### config.mk
export PLATFORM = sky130hd
export DESIGN_NAME = sensor_stream_deframer
export DESIGN_NICKNAME = d
export VERILOG_FILES = /design/src/sv/ssd_pkg.sv /design/src/sv/sensor_stream_deframer.sv /design/src/sv/ssd_cfg.sv /design/src/sv/ssd_parse.sv
export VERILOG_INCLUDE_DIRS = /design/src /design/src/sv
export SDC_FILE = /design/constraint.sdc
export NUM_CORES = 1
export LEC_CHECK = 0
export BUFFER_PORTS_ARGS = -buffer_cell sky130_fd_sc_hd__buf_2
export CELL_PAD_IN_SITES_DETAIL_PLACEMENT = 1
export CELL_PAD_IN_SITES_GLOBAL_PLACEMENT = 1
export CORE_AREA = 5 5 107 109
export CTS_CLUSTER_DIAMETER = 30
export DETAILED_ROUTE_END_ITERATION = 7
export DIE_AREA = 0 0 112 114
export PLACE_DENSITY_LB_ADDON = 0.1
export SYNTH_ARGS = -nofsm -noshare
export SYNTH_HDL_FRONTEND = slang
export SYNTH_HIERARCHICAL = 1
export SYNTH_SLANG_ARGS = --single-unit
### constraint.sdc
create_clock -name clk -period 7 [get_ports clk]
set_input_delay 0.35 -clock clk [delete_from_list [all_inputs] [get_ports clk]]
set_output_delay 0.35 -clock clk [all_outputs]
set_load 0.005 [all_outputs]
### src/sv/assert_macros.svh
// Assertion helpers, clocked on clk and disabled while arst_n is low.
`ifndef ASSERT_MACROS_SVH
`define ASSERT_MACROS_SVH

// Property checked at every rising edge of clk outside reset.
`define ASSERT_CLK(label, prop, msg) \
	label: assert property (@(posedge clk) disable iff (!arst_n) (prop)) \
		else $error(msg);

// Implication with the consequent checked in the cycle after the antecedent.
`define ASSERT_NEXT(label, ante, cons, msg) \
	label: assert property (@(posedge clk) disable iff (!arst_n) (ante) |=> (cons)) \
		else $error(msg);

`endif

### src/sv/ssd_pkg.sv
package ssd_pkg;

	localparam int BYTE_W   = 8;
	localparam int PHASE_W  = 3;
	localparam int CFG_IDX_W = 8;
	localparam int OUT_DATA_W = 24;

	localparam logic [BYTE_W-1:0] HDR_BYTE = 8'd19;

	localparam logic [BYTE_W-1:0] RST_EXPECTED_ID    = 8'd100;
	localparam logic [BYTE_W-1:0] RST_PAYLOAD_LENGTH = 8'd80;

	localparam logic [CFG_IDX_W-1:0] REG_EXPECTED_ID    = 8'd0;
	localparam logic [CFG_IDX_W-1:0] REG_PAYLOAD_LENGTH = 8'd1;

	localparam logic [PHASE_W-1:0] PH_HEADER  = 3'd0;
	localparam logic [PHASE_W-1:0] PH_LENGTH  = 3'd1;
	localparam logic [PHASE_W-1:0] PH_ID      = 3'd2;
	localparam logic [PHASE_W-1:0] PH_PAYLOAD = 3'd3;
	localparam logic [PHASE_W-1:0] PH_CHECK   = 3'd4;

	typedef struct packed {
		logic              is_payload;
		logic [BYTE_W-1:0] payload_byte;
		logic [BYTE_W-1:0] payload_offset;
		logic              frame_done;
		logic              checksum_ok;
	} ssd_res_t;

	typedef struct packed {
		logic [BYTE_W-1:0] expected_id;
		logic [BYTE_W-1:0] payload_length;
	} ssd_cfg_t;

endpackage

### src/sv/sensor_stream_deframer.sv
// Sensor stream deframer.
// Input stream (s_*): one received serial byte per beat on s_tdata[7:0].
// The block hunts for header 19, length byte (payload length + 1), packet id,
// payload, checksum. Header, length and id bytes give no output; a byte that
// fails a check is dropped and the hunt restarts with the next byte.
// Output stream (m_*): one beat per payload byte (m_tuser = 1, byte and its
// offset in m_tdata) and one verdict beat after the checksum byte
// (m_tlast = 1, m_tdata[16] = frame sums to zero modulo 256).
// Config channel (cfg_*): index 0 = expected id, 1 = payload length; always
// ready; the user must write it only while the block is idle, the block does not enforce this.
// Pipeline: an accepted byte loads the input register, and its result then loads
// the result register. Throughput: one byte per cycle while no byte with a result
// waits on a stalled output; the parse state updates once per byte.
// Reset: parser hunts for a header, registers return to id 100, length 80,
// both pipeline stages empty.
// Output stall: the result register holds; the input register keeps taking
// bytes that produce no output, and s_tready drops once a byte with a result
// waits behind a full, stalled result register.
module sensor_stream_deframer
	import ssd_pkg::*;
(
	input  logic                  clk,
	input  logic                  arst_n,
	input  logic                  s_tvalid,
	output logic                  s_tready,
	input  logic [BYTE_W-1:0]     s_tdata,   // [7:0] rx_byte
	output logic                  m_tvalid,
	input  logic                  m_tready,
	output logic [OUT_DATA_W-1:0] m_tdata,   // [7:0] payload_byte, [15:8] payload_offset,
	                                         // [16] checksum_ok, [23:17] zero
	output logic                  m_tuser,   // [0] is_payload
	output logic                  m_tlast,   // frame_done
	input  logic                  cfg_valid,
	output logic                  cfg_ready,
	input  logic [CFG_IDX_W-1:0]  cfg_index,
	input  logic [BYTE_W-1:0]     cfg_data
);

`include "assert_macros.svh"

	ssd_cfg_t          cfg;
	ssd_res_t          res;
	ssd_res_t          res_q;
	logic              has_result;
	logic              valid_s1;
	logic [BYTE_W-1:0] byte_s1;
	logic              out_valid_q;
	logic              advance;
	logic              s_accept;

	assign cfg_ready = 1'b1;

	ssd_cfg u_cfg (
		.clk      (clk),
		.arst_n   (arst_n),
		.wr_en    (cfg_valid & cfg_ready),
		.wr_index (cfg_index),
		.wr_data  (cfg_data),
		.cfg      (cfg)
	);

	ssd_parse u_parse (
		.clk        (clk),
		.arst_n     (arst_n),
		.cfg        (cfg),
		.byte_s1    (byte_s1),
		.advance    (advance),
		.has_result (has_result),
		.res        (res)
	);

	assign advance  = valid_s1 & (~has_result | ~out_valid_q | m_tready);
	assign s_tready = ~valid_s1 | advance;
	assign s_accept = s_tvalid & s_tready;

	always_ff @(posedge clk or negedge arst_n) begin
		if (!arst_n) begin
			valid_s1 <= 1'b0;
		end else if (s_accept) begin
			valid_s1 <= 1'b1;
		end else if (advance) begin
			valid_s1 <= 1'b0;
		end
	end

	always_ff @(posedge clk) begin
		if (s_accept) begin
			byte_s1 <= s_tdata;
		end
	end

	always_ff @(posedge clk or negedge arst_n) begin
		if (!arst_n) begin
			out_valid_q <= 1'b0;
		end else if (advance && has_result) begin
			out_valid_q <= 1'b1;
		end else if (m_tready) begin
			out_valid_q <= 1'b0;
		end
	end

	always_ff @(posedge clk) begin
		if (advance && has_result) begin
			res_q <= res;
		end
	end

	assign m_tvalid = out_valid_q;
	assign m_tuser  = res_q.is_payload;
	assign m_tlast  = res_q.frame_done;
	assign m_tdata  = {7'd0, res_q.checksum_ok, res_q.payload_offset, res_q.payload_byte};

	`ASSERT_CLK(a_verdict_not_payload, !(m_tvalid && m_tlast && m_tuser),
		"verdict beat marked as payload")
	`ASSERT_CLK(a_payload_no_ok, !(m_tvalid && m_tuser && m_tdata[16]),
		"payload beat carries checksum flag")
	`ASSERT_NEXT(a_s1_holds, valid_s1 && !advance, valid_s1 && $stable(byte_s1),
		"stalled input stage lost its byte")

endmodule

### src/sv/ssd_cfg.sv
module ssd_cfg
	import ssd_pkg::*;
(
	input  logic                 clk,
	input  logic                 arst_n,
	input  logic                 wr_en,
	input  logic [CFG_IDX_W-1:0] wr_index,
	input  logic [BYTE_W-1:0]    wr_data,
	output ssd_cfg_t             cfg
);

	ssd_cfg_t cfg_q;

	always_ff @(posedge clk or negedge arst_n) begin
		if (!arst_n) begin
			cfg_q.expected_id    <= RST_EXPECTED_ID;
			cfg_q.payload_length <= RST_PAYLOAD_LENGTH;
		end else if (wr_en) begin
			unique case (wr_index)
				REG_EXPECTED_ID:    cfg_q.expected_id    <= wr_data;
				REG_PAYLOAD_LENGTH: cfg_q.payload_length <= wr_data;
				default: ;
			endcase
		end
	end

	assign cfg = cfg_q;

endmodule

### src/sv/ssd_parse.sv
module ssd_parse
	import ssd_pkg::*;
(
	input  logic              clk,
	input  logic              arst_n,
	input  ssd_cfg_t          cfg,
	input  logic [BYTE_W-1:0] byte_s1,
	input  logic              advance,
	output logic              has_result,
	output ssd_res_t          res
);

	logic [PHASE_W-1:0] phase_q, phase_d;
	logic [BYTE_W-1:0]  count_q, count_d;
	logic [BYTE_W-1:0]  sum_q, sum_d;
	logic [BYTE_W-1:0]  sum_next;
	logic [BYTE_W-1:0]  count_inc;
	logic [BYTE_W:0]    len_plus1;
	logic               sum_zero;

	assign sum_next  = sum_q + byte_s1;
	assign count_inc = count_q + 8'd1;
	assign len_plus1 = {1'b0, cfg.payload_length} + 9'd1;
	assign sum_zero  = (sum_next == '0);

	always_comb begin
		phase_d    = PH_HEADER;
		count_d    = '0;
		sum_d      = '0;
		has_result = 1'b0;
		res        = '0;
		unique case (phase_q)
			PH_LENGTH: begin
				if ({1'b0, byte_s1} == len_plus1) begin
					phase_d = PH_ID;
					count_d = count_q;
					sum_d   = sum_next;
				end
			end
			PH_ID: begin
				if (byte_s1 == cfg.expected_id) begin
					phase_d = (cfg.payload_length == '0) ? PH_CHECK : PH_PAYLOAD;
					sum_d   = sum_next;
				end
			end
			PH_PAYLOAD: begin
				has_result = 1'b1;
				if (count_q < cfg.payload_length) begin
					res.is_payload     = 1'b1;
					res.payload_byte   = byte_s1;
					res.payload_offset = count_q;
					sum_d   = sum_next;
					count_d = count_inc;
					phase_d = (count_inc >= cfg.payload_length) ? PH_CHECK : PH_PAYLOAD;
				end else begin
					// length lowered mid-frame: this byte is the checksum
					res.frame_done  = 1'b1;
					res.checksum_ok = sum_zero;
				end
			end
			PH_CHECK: begin
				has_result      = 1'b1;
				res.frame_done  = 1'b1;
				res.checksum_ok = sum_zero;
			end
			default: begin
				// unused codes hunt for a header too
				if (byte_s1 == HDR_BYTE) begin
					phase_d = PH_LENGTH;
					sum_d   = byte_s1;
				end
			end
		endcase
	end

	always_ff @(posedge clk or negedge arst_n) begin
		if (!arst_n) begin
			phase_q <= PH_HEADER;
			count_q <= '0;
			sum_q   <= '0;
		end else if (advance) begin
			phase_q <= phase_d;
			count_q <= count_d;
			sum_q   <= sum_d;
		end
	end

endmodule

; ---- Word level (Yosys, flattened, before mapping)
; Cells that the tools add are included.
[op_classes]
addsub = 3
n_lt_le_gt_ge = 2
n_eq_ne = 9
n_mux = 23
bitwise = 8
reduce_logical = 11
[ops]
columns = op, n
row1 = 8-bit 2-to-1 mux, 6
row2 = 8-bit one-hot mux with 4 select lines, 1
row3 = 8-bit zero test, 3
row4 = 17-bit 2-to-1 mux, 1
row5 = 8-bit one-hot mux with 2 select lines, 1
row6 = 3-bit 2-to-1 mux, 4
row7 = 3-bit one-hot mux with 4 select lines, 1
row8 = "8-bit by 1-bit adder with 9-bit output, second input constant", 1
row9 = 8-bit by 9-bit equality test with 1-bit output, 1
row10 = "8-bit by 1-bit adder with 8-bit output, second input constant", 1
row11 = 8-bit adder, 1
row12 = "8-bit by 1-bit equality test with 1-bit output, second input constant", 1
row13 = "8-bit by 5-bit equality test with 1-bit output, second input constant", 1
row14 = 8-bit equality test, 1
row15 = 8-bit greater-or-equal comparator, 1
row16 = 8-bit less-than comparator, 1
row17 = 2-bit AND reduction, 4
row18 = "3-bit by 2-bit equality test with 1-bit output, second input constant", 2
row19 = 1-bit 2-to-1 mux, 6
row20 = 2-bit 2-to-1 mux, 2
row21 = 2-bit one-hot mux with 2 select lines, 1
row22 = 2-bit nonzero test, 2
row23 = "3-bit by 1-bit equality test with 1-bit output, second input constant", 1
row24 = "3-bit equality test, second input constant", 1
row25 = 6 further kinds, 11
[word_totals]
regBits = 64
inputBits = 29
elab_cells = 69

; ---- Depth between registers and ports, before layout
; Gate-level depths: netlist of the first run.
[depth]
word_depth = 10
ltp_mapped = 11
ltp_nobuf = 11

; ---- By module
; The synthesis of the first run kept the hierarchy.
[modules_own_cells]
columns = module, instances, cells_per_inst, area_per_inst_um2
row1 = ssd_parse, 1, 283, 2389.8
row2 = sensor_stream_deframer, 1, 47, 999.7
row3 = ssd_cfg, 1, 38, 665.6

; ---- Worst setup path after synthesis of the first run
; No wires, ideal clock.
[synth_timing]
path_type = reg-to-reg
start = register u_parse.count_q[2]
end = register u_parse.phase_q[1]
t_arrival_ns = 2.412
slack_ns = 4.510
stages_incl_launch_ff = 12
n_path_buf = 0
synth_period_minus_slack_ns = 2.490
path_cell_list = dfrtp_1 and3_1 and3_1 nand3_1 xnor2_1 ha_1 a211oi_1 nand2_1 o31ai_1 o21ai_0 a21oi_1 o21bai_1
[synth_via]
elab_chain_len = 5
elab_cells_between_ends = 6
classes_between = add/sub: 1 / order compare: 2 / mux: 3
[synth_lines]
columns = item, line_no
row1 = "start, declared", ssd_parse.sv:14  ; logic [BYTE_W-1:0] count_q, count_d;
row2 = "start signal, assigned", ssd_parse.sv:83  ; count_q <= count_d;
row3 = 8-bit by 1-bit adder with 8-bit output, ssd_parse.sv:22  ; assign count_inc = count_q + 8'd1;
row4 = 8-bit greater-or-equal comparator, ssd_parse.sv:54  ; phase_d = (count_inc >= cfg.payload_length) ? PH_CHECK : PH_PAYLOAD;
row5 = 3-bit 2-to-1 mux, ssd_parse.sv:54
row6 = 3-bit 2-to-1 mux (*), ssd_parse.sv:48  ; if (count_q < cfg.payload_length) begin
row7 = 3-bit one-hot mux with 4 select lines (*), ssd_parse.sv:32  ; unique case (phase_q)
row8 = "end signal, assigned", ssd_parse.sv:82  ; phase_q <= phase_d;
row9 = "end, declared", ssd_parse.sv:13  ; logic [PHASE_W-1:0] phase_q, phase_d;
; Mark *: on every way between the ends. The rest lies on a longest branch, timed or not.
; A chain may end at the register's enable or synchronous reset.

; ---- Worst setup path after layout of the first run
; Same ends and word-level chain as after synthesis.

==> out/metrics.yaml, run 1 <==
drt:
  drtPass1Iterations: 4
  ant_nets: 0
  postRouteWirelength_um: 10690
  drt_iter0_markers: 196
  via_per_inst: 5.363
  vias: 3014
  drcViolationCount: 0
  wl_per_cell_um: 19.01
pwr:
  clkPwrFrac: 0.387
  p_comb_frac: 0.146
  p_sw_frac: 0.2703
  p_int_w: 0.0006784
  p_leak_nw: 2.022
  seqPwrFrac: 0.466
  netSwitchingPower_w: 0.0002513
  cellPowerDensity_nw_per_um2: 201.9
  vdd.ir_drop.worst_mv: 0.1078
placed_design:
  post-place-ws_ns: 3.786
  post_dp_cell_area_um2: 4390
  hpwlAfterDp_um: 8073
  dp_cells: 546
  io_buffers: 49
  place_congestion: 0.8323
hold_path:
  min_path_type: "in2async"
synthesis:
  synthCells: 368
  syn_area_um2: 4055
  ys.flop_type: "dfrtp_1"
  seq_area_frac_synth: 0.4298
  yosys.cell_types.count: 66
  avgSynthCellArea_um2: 11.02
  async_reset_ff_frac: 0.5781
  synth_edf_count: 27
  yosys_warnings: 6
  yosys_register_bits: 64
global_route:
  grt_pass1_wl_um: 17640
  grt_antenna_before_repair: 0
  gr-total-overflow: 0
  grt_max_degree: 38
  grt_use_total: 0.1778
  grt_pass1_vias: 3233
die:
  initial_core_util: 0.3859
  fp.dieW_um: 112
  ios: 58
  row_count: 38
  die_area_um2: 12770
  core_um2: 10510
  dieHeight_um: 114
setup_path:
  cp_data_required_time_ns: 7.28
  ff2ff_path_depth: 11
  cp-start-kind: "flop"
  cp.arrival_ns: 3.48
  r2r_start: "u_parse/count_q[2]$_DFFE_PN0P_"
  critPathKind: "reg2reg"
  endpoint_kind: "flop"
  path_max_fanout: 7
  worstReg2RegEnd: "u_parse/phase_q[1]$_DFFE_PN0P_"
  reg2reg_slack_ns: 3.80
clock_tree:
  ctsResizeCount: 0
  clk_path_buf_depth: 2
  cts_tree: "built"
  postCtsSetupBuffers: 0
  clk_latency_ns: 0.35
  clock_sinks: 64
  htreeDepth: 3
  clkTransAtPathRegs_ns: 0.08
  hold_buffers: 0
  cts-root-buf: "clkbuf_8"
  cts_buffers: 9
layout:
  diodes: 0
  fin_nets: 473
  instances_no_fill: 562
  area_growth_pct: 13.55
  drive_gt1_frac: 0.2654
  finish.instance_area_um2: 4604
  layout_common_cells: "buf_2 (49), dfrtp_1 (32), edfxtp_1 (27)"
  layout_commonest_cell: "buf_2"
timing:
  finalCritPeriodShare: 0.4577
  post-route-min-period_ns: 3.204
  whs_ns: 0.1352
  setup_tns_ns: 0
  max_freq_mhz: 312.1
  timing.slew.headroom: 0.3172
  worst_slew_pin_slew_ns: 1.023
  setup_viol: 0
  hold_viol: 0
  slew_viol_final: 0
  fin_skew_ns: 0.01442
  grt_setup_unrepaired: "no"
  fin_ws_ns: 3.796
job:
  maxCapViolations: 0
status:
  status: "complete, no violations"
-- critical path, cell delays in order, from the launching register on --
cell      delay, ns
dfrtp_1        0.54
and3_1         0.32
and3_1         0.27
nand3_1        0.11
xnor2_1        0.24
ha_1           0.29
a211oi_1       0.31
nand2_1        0.11
o31ai_1        0.36
o21ai_0        0.23
a21oi_1        0.23
o21bai_1       0.13
-- state kept, by name, indices dropped and copies added (netlist names) --
signal,count
byte_s1,8
m_tdata,17
u_parse/sum_q,8
u_parse/phase_q,3
valid_s1,1
m_tlast,1
u_parse/count_q,8
m_tvalid,1
u_cfg/cfg,16
m_tuser,1
-- power groups by stage --
stage                     combinational, W  clock, W  sequential, W
final                             0.000136  0.000360       0.000434
after global routing              0.000153  0.000388       0.000437
after CTS                         0.000138  0.000368       0.000434
after detailed placement          0.000137         0       0.000441
after global placement            0.000133         0       0.000441
after floorplan                   0.000101         0       0.000432
-- per-stage QoR --
stage               power (W)  utilization
floorplan           0.0005323            -
CTS                 0.0009400       0.4382
detailed placement  0.0005786       0.4178
global route        0.0009777       0.4382
finish              0.0009297       0.4382
global placement    0.0005739       0.4178
-- kinds of logic after synthesis --
group,count (synthesis),share of synthesized area
DFF,64,0.4298
other,2,0.001852
xor gates and xnor gates,29,0.06263
and+or+nand+nor,121,0.1722
buffers and inverters,40,0.05029
AOI/OAI and AO/OA,65,0.1364
muxes,20,0.06171
adders and majority gates,27,0.08516
-- synth_stat cells, types with 3 or more instances --
master / number / area, um^2
mux2i_1: 4 / 40.04
clkbuf_1: 3 / 11.26
mux2_4: 8 / 120.1
and3_1: 4 / 25.02
and2_1: 15 / 93.84
nor2_1: 26 / 97.59
nand3_1: 19 / 95.09
dfstp_2: 5 / 131.4
o2111ai_1: 8 / 70.07
ha_1: 26 / 325.3
o221a_2: 4 / 45.04
nand2_1: 10 / 37.54
buf_4: 12 / 90.09
nand2b_1: 5 / 31.28
xnor2_1: 11 / 96.34
nor4_1: 3 / 18.77
or3_1: 4 / 25.02
nor3_2: 3 / 30.03
dfrtp_1: 32 / 800.8
a21oi_1: 10 / 50.05
nor2b_1: 4 / 25.02
o21ai_0: 10 / 50.05
nor3_1: 10 / 50.05
xor2_1: 18 / 157.7
edfxtp_1: 27 / 810.8
mux2_2: 8 / 90.09
nand4_1: 4 / 25.02
inv_1: 21 / 78.83
o211ai_1: 5 / 37.54
a211oi_2: 5 / 62.56
-- cell type report --
| cell class | count | area, um^2 |
|---|---|---|
| Sequential cell | 64 | 1743 |
| Tap cell | 140 | 175.2 |
| Inverter | 22 | 82.58 |
| Fill cell | 1164 | 5903 |
| Clock inverter | 4 | 68.82 |
| Clock buffer | 12 | 145.1 |
| Multi-Input combinational cell | 270 | 2137 |
| Timing Repair Buffer | 50 | 252.7 |
-- routing by layer --
layer,GRT usage,up-vias,share of wire
met1,0.2398,1498,0.47
met5,0,-,0
met4,0.06330,0,0.013
met3,0.02918,11,0.038
met2,0.2906,63,0.48
li1,-,1442,-
-- worst max path at each step --
stage | start | slack (ns) | end
2_1_floorplan | u_parse/count_q[2]$_DFFE_PN0P_ | 4.51 | u_parse/phase_q[1]$_DFFE_PN0P_
3_3_place_gp | u_parse/count_q[2]$_DFFE_PN0P_ | 3.91 | u_parse/phase_q[1]$_DFFE_PN0P_
3_5_place_dp | u_parse/count_q[2]$_DFFE_PN0P_ | 3.79 | u_parse/phase_q[1]$_DFFE_PN0P_
4_1_cts | u_parse/count_q[2]$_DFFE_PN0P_ | 3.79 | u_parse/phase_q[1]$_DFFE_PN0P_
5_1_grt | u_parse/count_q[2]$_DFFE_PN0P_ | 3.59 | u_parse/phase_q[1]$_DFFE_PN0P_
6_report | u_parse/count_q[2]$_DFFE_PN0P_ | 3.80 | u_parse/phase_q[1]$_DFFE_PN0P_
Note: power is estimated with default switching activity, not from simulation.
==> inputs of run 2 (changes only) <==
==> constraint.sdc (replaced) <==
create_clock -name clk -period 3.2 [get_ports clk]
set_input_delay 0.16 -clock clk [delete_from_list [all_inputs] [get_ports clk]]
set_output_delay 0.16 -clock clk [all_outputs]
set_load 0.005 [all_outputs]
==> run 2 against run 1 <==
Setup slack worse by 3.5 ns. Critical path depth unchanged. Worst hold slack lost 0.071 ns. Combinational power is 130% higher. Clock skew decreased by 0.0039 ns. Clock power increased by 110%. Final cell count grew 2.7%. Critical path type unchanged. Largest power group unchanged.
==> out/metrics.yaml, run 2 (same netlist as run 1, synthesis figures left out) <==
placed_design:
  place_congestion: 0.7940
  post_dp_cell_area_um2: 4428
  io_buffers: 49
  hpwlAfterDp_um: 7852
  post-place-ws_ns: 0.2766
  dp_cells: 551
layout:
  largest_reg_flops: 17
  layout_commonest_cell: "buf_2"
  instances_no_fill: 577
  seq_area_um2: 1744
  fin_nets: 488
  final_util: 0.4512
  area_growth_pct: 16.91
  fillCellCount: 1162
  multi_input_area_um2: 2137
  layout_common_cells: "buf_2 (49), dfrtp_1 (31), edfxtp_1 (27)"
  diodes: 0
  finish.instance_area_um2: 4741
  drive_gt1_frac: 0.2746
setup_path:
  r2r_start: "u_parse/count_q[2]$_DFFE_PN0P_"
  cp-start-kind: "flop"
  reg2reg_slack_ns: 0.33
  cp.arrival_ns: 3.14
  endpoint_kind: "flop"
  crit_path_max_incr_delay_ns: 0.44
  crit_top_cell: "and3_1"
  ff2ff_path_depth: 11
  cp_cell_sequence: "and3_1, and3_1, nand3_1, xnor2_1, ha_1, a211oi_1, nand2_1, o31ai_1, o21ai_0, a21oi_1, o21bai_1"
  cp_data_required_time_ns: 3.47
  worstReg2RegEnd: "u_parse/phase_q[1]$_DFFE_PN0P_"
  cp_slowest_cell: "dfrtp_2"
  cp_num_buf_inv: 0
  path_delay_family: "compound AO/OA/AOI/OAI gates"
  path_max_fanout: 7
  critPathKind: "reg2reg"
global_route:
  grt_use_total: 0.1708
  grt_max_degree: 38
  grt_pass1_wl_um: 17150
  grt_antenna_before_repair: 0
  gr-total-overflow: 0
  grt_pass1_vias: 3211
timing:
  setup_tns_ns: 0
  setup_viol: 0
  grt_setup_unrepaired: "no"
  fin_skew_ns: 0.01057
  post-route-min-period_ns: 2.874
  hold_viol: 0
  slew_viol_final: 0
  timing.slew.headroom: 0.3877
  finalCritPeriodShare: 0.8981
  worst_slew_pin_slew_ns: 0.9184
  fin_ws_ns: 0.3261
  max_freq_mhz: 348.0
die:
  dieHeight_um: 114
  initial_core_util: 0.3859
  core_um2: 10510
  row_count: 38
  ios: 58
  die_area_um2: 12770
  fp.dieW_um: 112
drt:
  wl_per_cell_um: 17.84
  via_per_inst: 5.215
  drcViolationCount: 0
  drt-met1-wl_um: 4916
  drtPass1Iterations: 4
  drt_iter0_markers: 156
  postRouteWirelength_um: 10290
  vias: 3009
  top_layer: "met4"
  ant_nets: 0
  met3_length_um: 421
  wl_met2_um: 4802
clock_tree:
  cts_buffers: 9
  cts_tree: "built"
  htreeDepth: 3
  postCtsSetupBuffers: 0
  clk_latency_ns: 0.34
  clk_path_buf_depth: 2
  clock_sinks: 64
  cts-root-buf: "clkbuf_8"
  clkTransAtPathRegs_ns: 0.07
hold_path:
  hold_start: "cfg_data[1]"
  hold_end: "u_cfg/cfg[1]$_DFFE_PN0P_"
  hold_depth: 2
  min_path_type: "in2reg"
pwr:
  p_sw_frac: 0.2715
  netSwitchingPower_w: 0.0005491
  clkPwrFrac: 0.378
  p_leak_nw: 2.090
  p_comb_frac: 0.154
  seqPwrFrac: 0.468
  p_int_w: 0.001473
  cellPowerDensity_nw_per_um2: 426.6
  vdd.ir_drop.worst_mv: 0.1907
job:
  maxCapViolations: 0
status:
  status: "complete, no violations"
## run 2: area by class of cell
type / instances / share of cell area
repair buffers: 65 / 0.08234
multi-input cells: 270 / 0.4508
flip-flops and latches: 64 / 0.3679
clock inverters: 6 / 0.01768
inverters: 22 / 0.01742
clock buffers: 10 / 0.02692
well taps: 140 / 0.03695
## run 2: power by group through the flow
stage | clock network, W | registers, W | logic (W)
after floorplan | 0 | 0.000944 | 0.000220
after global placement | 0 | 0.000962 | 0.000296
after detailed placement | 0 | 0.000964 | 0.000304
after CTS | 0.000783 | 0.000947 | 0.000314
after global routing | 0.000819 | 0.000953 | 0.000349
final | 0.000765 | 0.000945 | 0.000312
## run 2: metal layers
layer / up-vias / GRT usage
li1: 1466 / -
met1: 1464 / 0.2289
met2: 64 / 0.2794
met3: 15 / 0.03501
met4: 0 / 0.05369
met5: - / 0
## run 2: through the flow
stage	total power (W)	hold WS (ns)
final	0.002022	0.06375
after global routing	0.002121	0.04511
after CTS	0.002045	0.05302
after detailed placement	0.001267	0.3390
after global placement	0.001258	0.3363
after floorplan	0.001164	-0.1356
## run 2: worst reg2reg max path, delay by kind of cell, from the launching register on
kind / cells / cell delay (ns)
DFF: 1 / 0.44
xor gates and xnor gates: 1 / 0.23
AOI/OAI and AO/OA: 5 / 1.12
adders and majority gates: 1 / 0.28
and+or+nand+nor: 4 / 0.74
## run 2: repair_timing
| item | in CTS | in global routing |
|---|---|---|
| setup endpoints to repair | 0 | 1 |
| gates resized for setup | 0 | 1 |
| hold buffers | 10 | 0 |
| hold endpoints to repair | 41 | 0 |
## run 2: worst max-delay path by stage
stage / from / to / slack (ns) / depth (start not counted)
final: u_parse/count_q[2]$_DFFE_PN0P_ / u_parse/phase_q[1]$_DFFE_PN0P_ / 0.33 / 11
after global routing: u_parse/count_q[2]$_DFFE_PN0P_ / u_parse/phase_q[1]$_DFFE_PN0P_ / 0.07 / 11
after CTS: u_parse/count_q[2]$_DFFE_PN0P_ / u_parse/phase_q[1]$_DFFE_PN0P_ / 0.26 / 11
after detailed placement: u_parse/count_q[2]$_DFFE_PN0P_ / u_parse/phase_q[1]$_DFFE_PN0P_ / 0.28 / 11
after global placement: u_parse/count_q[2]$_DFFE_PN0P_ / u_parse/phase_q[1]$_DFFE_PN0P_ / 0.43 / 11
after floorplan: u_parse/count_q[2]$_DFFE_PN0P_ / u_parse/phase_q[1]$_DFFE_PN0P_ / 0.71 / 11
==> inputs of run 3 (changes only) <==
--- a/config.mk
+++ b/config.mk
@@ -9,12 +9,11 @@
 export BUFFER_PORTS_ARGS = -buffer_cell sky130_fd_sc_hd__buf_2
 export CELL_PAD_IN_SITES_DETAIL_PLACEMENT = 1
 export CELL_PAD_IN_SITES_GLOBAL_PLACEMENT = 1
-export CORE_AREA = 5 5 107 109
+export CORE_AREA = 5 5 103 105
 export CTS_CLUSTER_DIAMETER = 30
 export DETAILED_ROUTE_END_ITERATION = 7
-export DIE_AREA = 0 0 112 114
+export DIE_AREA = 0 0 108 110
 export PLACE_DENSITY_LB_ADDON = 0.1
 export SYNTH_ARGS = -nofsm -noshare
 export SYNTH_HDL_FRONTEND = slang
-export SYNTH_HIERARCHICAL = 1
 export SYNTH_SLANG_ARGS = --single-unit
==> run 3 against run 2 <==
Final cell count is 7.8% lower. Clock skew increased by 0.00092 ns. Highest routed layer unchanged. Worst hold slack lost 0.012 ns. Largest power group unchanged. Critical path type unchanged.
==> out/metrics.yaml, run 3 <==
status:
  status: "complete, no violations"
timing:
  fin_ws_ns: 0.3716
  worst_slew_pin_slew_ns: 0.9189
  timing.slew.headroom: 0.3874
  post-route-min-period_ns: 2.828
  grt_setup_unrepaired: "no"
  finalCritPeriodShare: 0.8839
  setup_viol: 0
  fin_skew_ns: 0.01149
  setup_tns_ns: 0
  slew_viol_final: 0
  max_freq_mhz: 353.6
  hold_viol: 0
pwr:
  power.total_w: 0.001846
  p_leak_nw: 2.005
  cellPowerDensity_nw_per_um2: 418.8
  vdd.ir_drop.worst_mv: 0.2348
global_route:
  grt_max_degree: 38
  grt_pass1_vias: 2971
  grt_use_total: 0.1668
  grt_pass1_wl_um: 14910
  gr-total-overflow: 0
  grt_antenna_before_repair: 0
layout:
  drive_gt1_frac: 0.2607
  instances_no_fill: 532
  finish.instance_area_um2: 4407
  fin_nets: 450
  largest_reg_flops: 17
  diodes: 0
  layout_commonest_cell: "buf_2"
  area_growth_pct: 17.75
  layout_common_cells: "buf_2 (49), dfrtp_1 (32), edfxtp_1 (27)"
setup_path:
  ff2ff_path_depth: 8
  worstReg2RegEnd: "m_tdata[16]$_DFFE_PP_"
  path_max_fanout: 5
  cp-start-kind: "flop"
  endpoint_kind: "flop"
  critPathKind: "reg2reg"
  cp_data_required_time_ns: 3.36
  cp.arrival_ns: 2.99
  r2r_start: "byte_s1[0]$_DFFE_PP_"
  reg2reg_slack_ns: 0.37
clock_tree:
  cts_buffers: 9
  clk_path_buf_depth: 2
  htreeDepth: 3
  clock_sinks: 64
  clk_latency_ns: 0.36
  postCtsSetupBuffers: 0
  cts_tree: "built"
  cts-root-buf: "clkbuf_8"
  clkTransAtPathRegs_ns: 0.08
synthesis:
  seq_area_frac_synth: 0.4657
  synth_area_leaders: "edfxtp_1 (22%), dfrtp_1 (21%), ha_1 (8.7%), xnor2_1 (4.9%), mux2_2 (4.8%)"
  yosysMostFrequentCell: "dfrtp_1"
  ys.flop_type: "dfrtp_1"
  synth_common_cells: "dfrtp_1 (32), edfxtp_1 (27), ha_1 (26)"
  synth_edf_count: 27
  avgSynthCellArea_um2: 11.31
  netlist.area_leader.share: 0.2166
  yosys_register_bits: 64
  async_reset_ff_frac: 0.5781
  synthCells: 331
  yosys.area.top_type: "edfxtp_1"
  yosys_warnings: 0
  syn_area_um2: 3742
  yosys.cell_types.count: 61
hold_path:
  hold_depth: 2
  hold_end: "u_cfg.cfg[7]$_DFFE_PN0P_"
  min_path_type: "in2reg"
  hold_start: "cfg_data[7]"
drt:
  drcViolationCount: 0
  ant_nets: 0
  drt_iter0_markers: 78
  via_per_inst: 5.139
  wl_per_cell_um: 17.22
  vias: 2734
  postRouteWirelength_um: 9162
  drtPass1Iterations: 4
die:
  ios: 58
  initial_core_util: 0.3919
  dieHeight_um: 110
  core_um2: 9549
  fp.dieW_um: 108
  row_count: 36
  die_area_um2: 11880
placed_design:
  place_congestion: 0.8145
  post_dp_cell_area_um2: 4095
  hpwlAfterDp_um: 6723
  post-place-ws_ns: 0.4240
  dp_cells: 506
  io_buffers: 49
job:
  maxCapViolations: 0
==> run 3: report_power, final <==
group | internal, W | total (W) | switching (W) | leakage, nW
registers | 0.000876 | 0.000915 | 0.0000389 | 0.791
clock network | 0.000436 | 0.000761 | 0.000325 | 0.110
logic | 0.0000805 | 0.000170 | 0.0000894 | 1.10
==> run 3: repair_timing <==
action                    in CTS  in global routing
hold buffers                  10                  0
hold endpoints to repair      41                  0
resized for setup              0                  0
==> run 3: final cells by class <==
type	instances	area, um^2
clock buffers	10	127.6
clock inverters	6	83.83
fillers	1122	5142
inverters	14	52.55
multi-input cells	243	1866
flip-flops and latches	64	1743
well taps	133	166.4
repair buffers	62	367.9
==> run 3: worst max path at each step <==
stage | startpoint | to | slack [ns] | cells after the start
6_report | byte_s1[0]$_DFFE_PP_ | m_tdata[16]$_DFFE_PP_ | 0.37 | 8
2_1_floorplan | byte_s1[0]$_DFFE_PP_ | m_tdata[16]$_DFFE_PP_ | 0.72 | 8
3_5_place_dp | byte_s1[0]$_DFFE_PP_ | m_tdata[16]$_DFFE_PP_ | 0.42 | 8
5_1_grt | byte_s1[0]$_DFFE_PP_ | m_tdata[16]$_DFFE_PP_ | 0.25 | 8
3_3_place_gp | byte_s1[0]$_DFFE_PP_ | m_tdata[16]$_DFFE_PP_ | 0.52 | 8
4_1_cts | byte_s1[0]$_DFFE_PP_ | m_tdata[16]$_DFFE_PP_ | 0.37 | 8
==> run 3: cell families (layout without fill, tap and decap cells) <==
kind of cell / count (synthesis) / in the layout / share of synthesized area
fa+ha+maj: 27 / 27 / 0.09228
simple gates: 101 / 101 / 0.1608
buf+inv: 30 / 92 / 0.04246
flops: 64 / 64 / 0.4657
other cells: 2 / 8 / 0.002007
compound gates: 60 / 60 / 0.1140
xor+xnor: 31 / 31 / 0.07456
mux: 16 / 16 / 0.04814
==> run 3: worst max-delay path, cell delays in order (launching register included) <==
cell and delay, ns:
edfxtp_1 0.49, ha_1 0.28, fa_1 0.40, a21o_1 0.20
a21oi_1 0.22, xnor2_1 0.12, or4_1 0.40, nor3b_1 0.23
nor4b_1 0.29
==> run 3: per-stage QoR <==
| stage | utilization | hold WS, ns |
|---|---|---|
| floorplan | - | -0.1356 |
| global placement | 0.4289 | 0.3378 |
| global route | 0.4615 | 0.04454 |
| finish | 0.4615 | 0.05193 |
| detailed placement | 0.4289 | 0.3401 |
| CTS | 0.4615 | 0.03405 |
==> run 3: routing by layer <==
metal | vias up | GRT usage | share of wire
li1 | 1310 | - | -
met1 | 1363 | 0.2087 | 0.46
met2 | 50 | 0.2869 | 0.49
met3 | 11 | 0.03611 | 0.036
met4 | 0 | 0.05681 | 0.014
met5 | - | 0 | 0
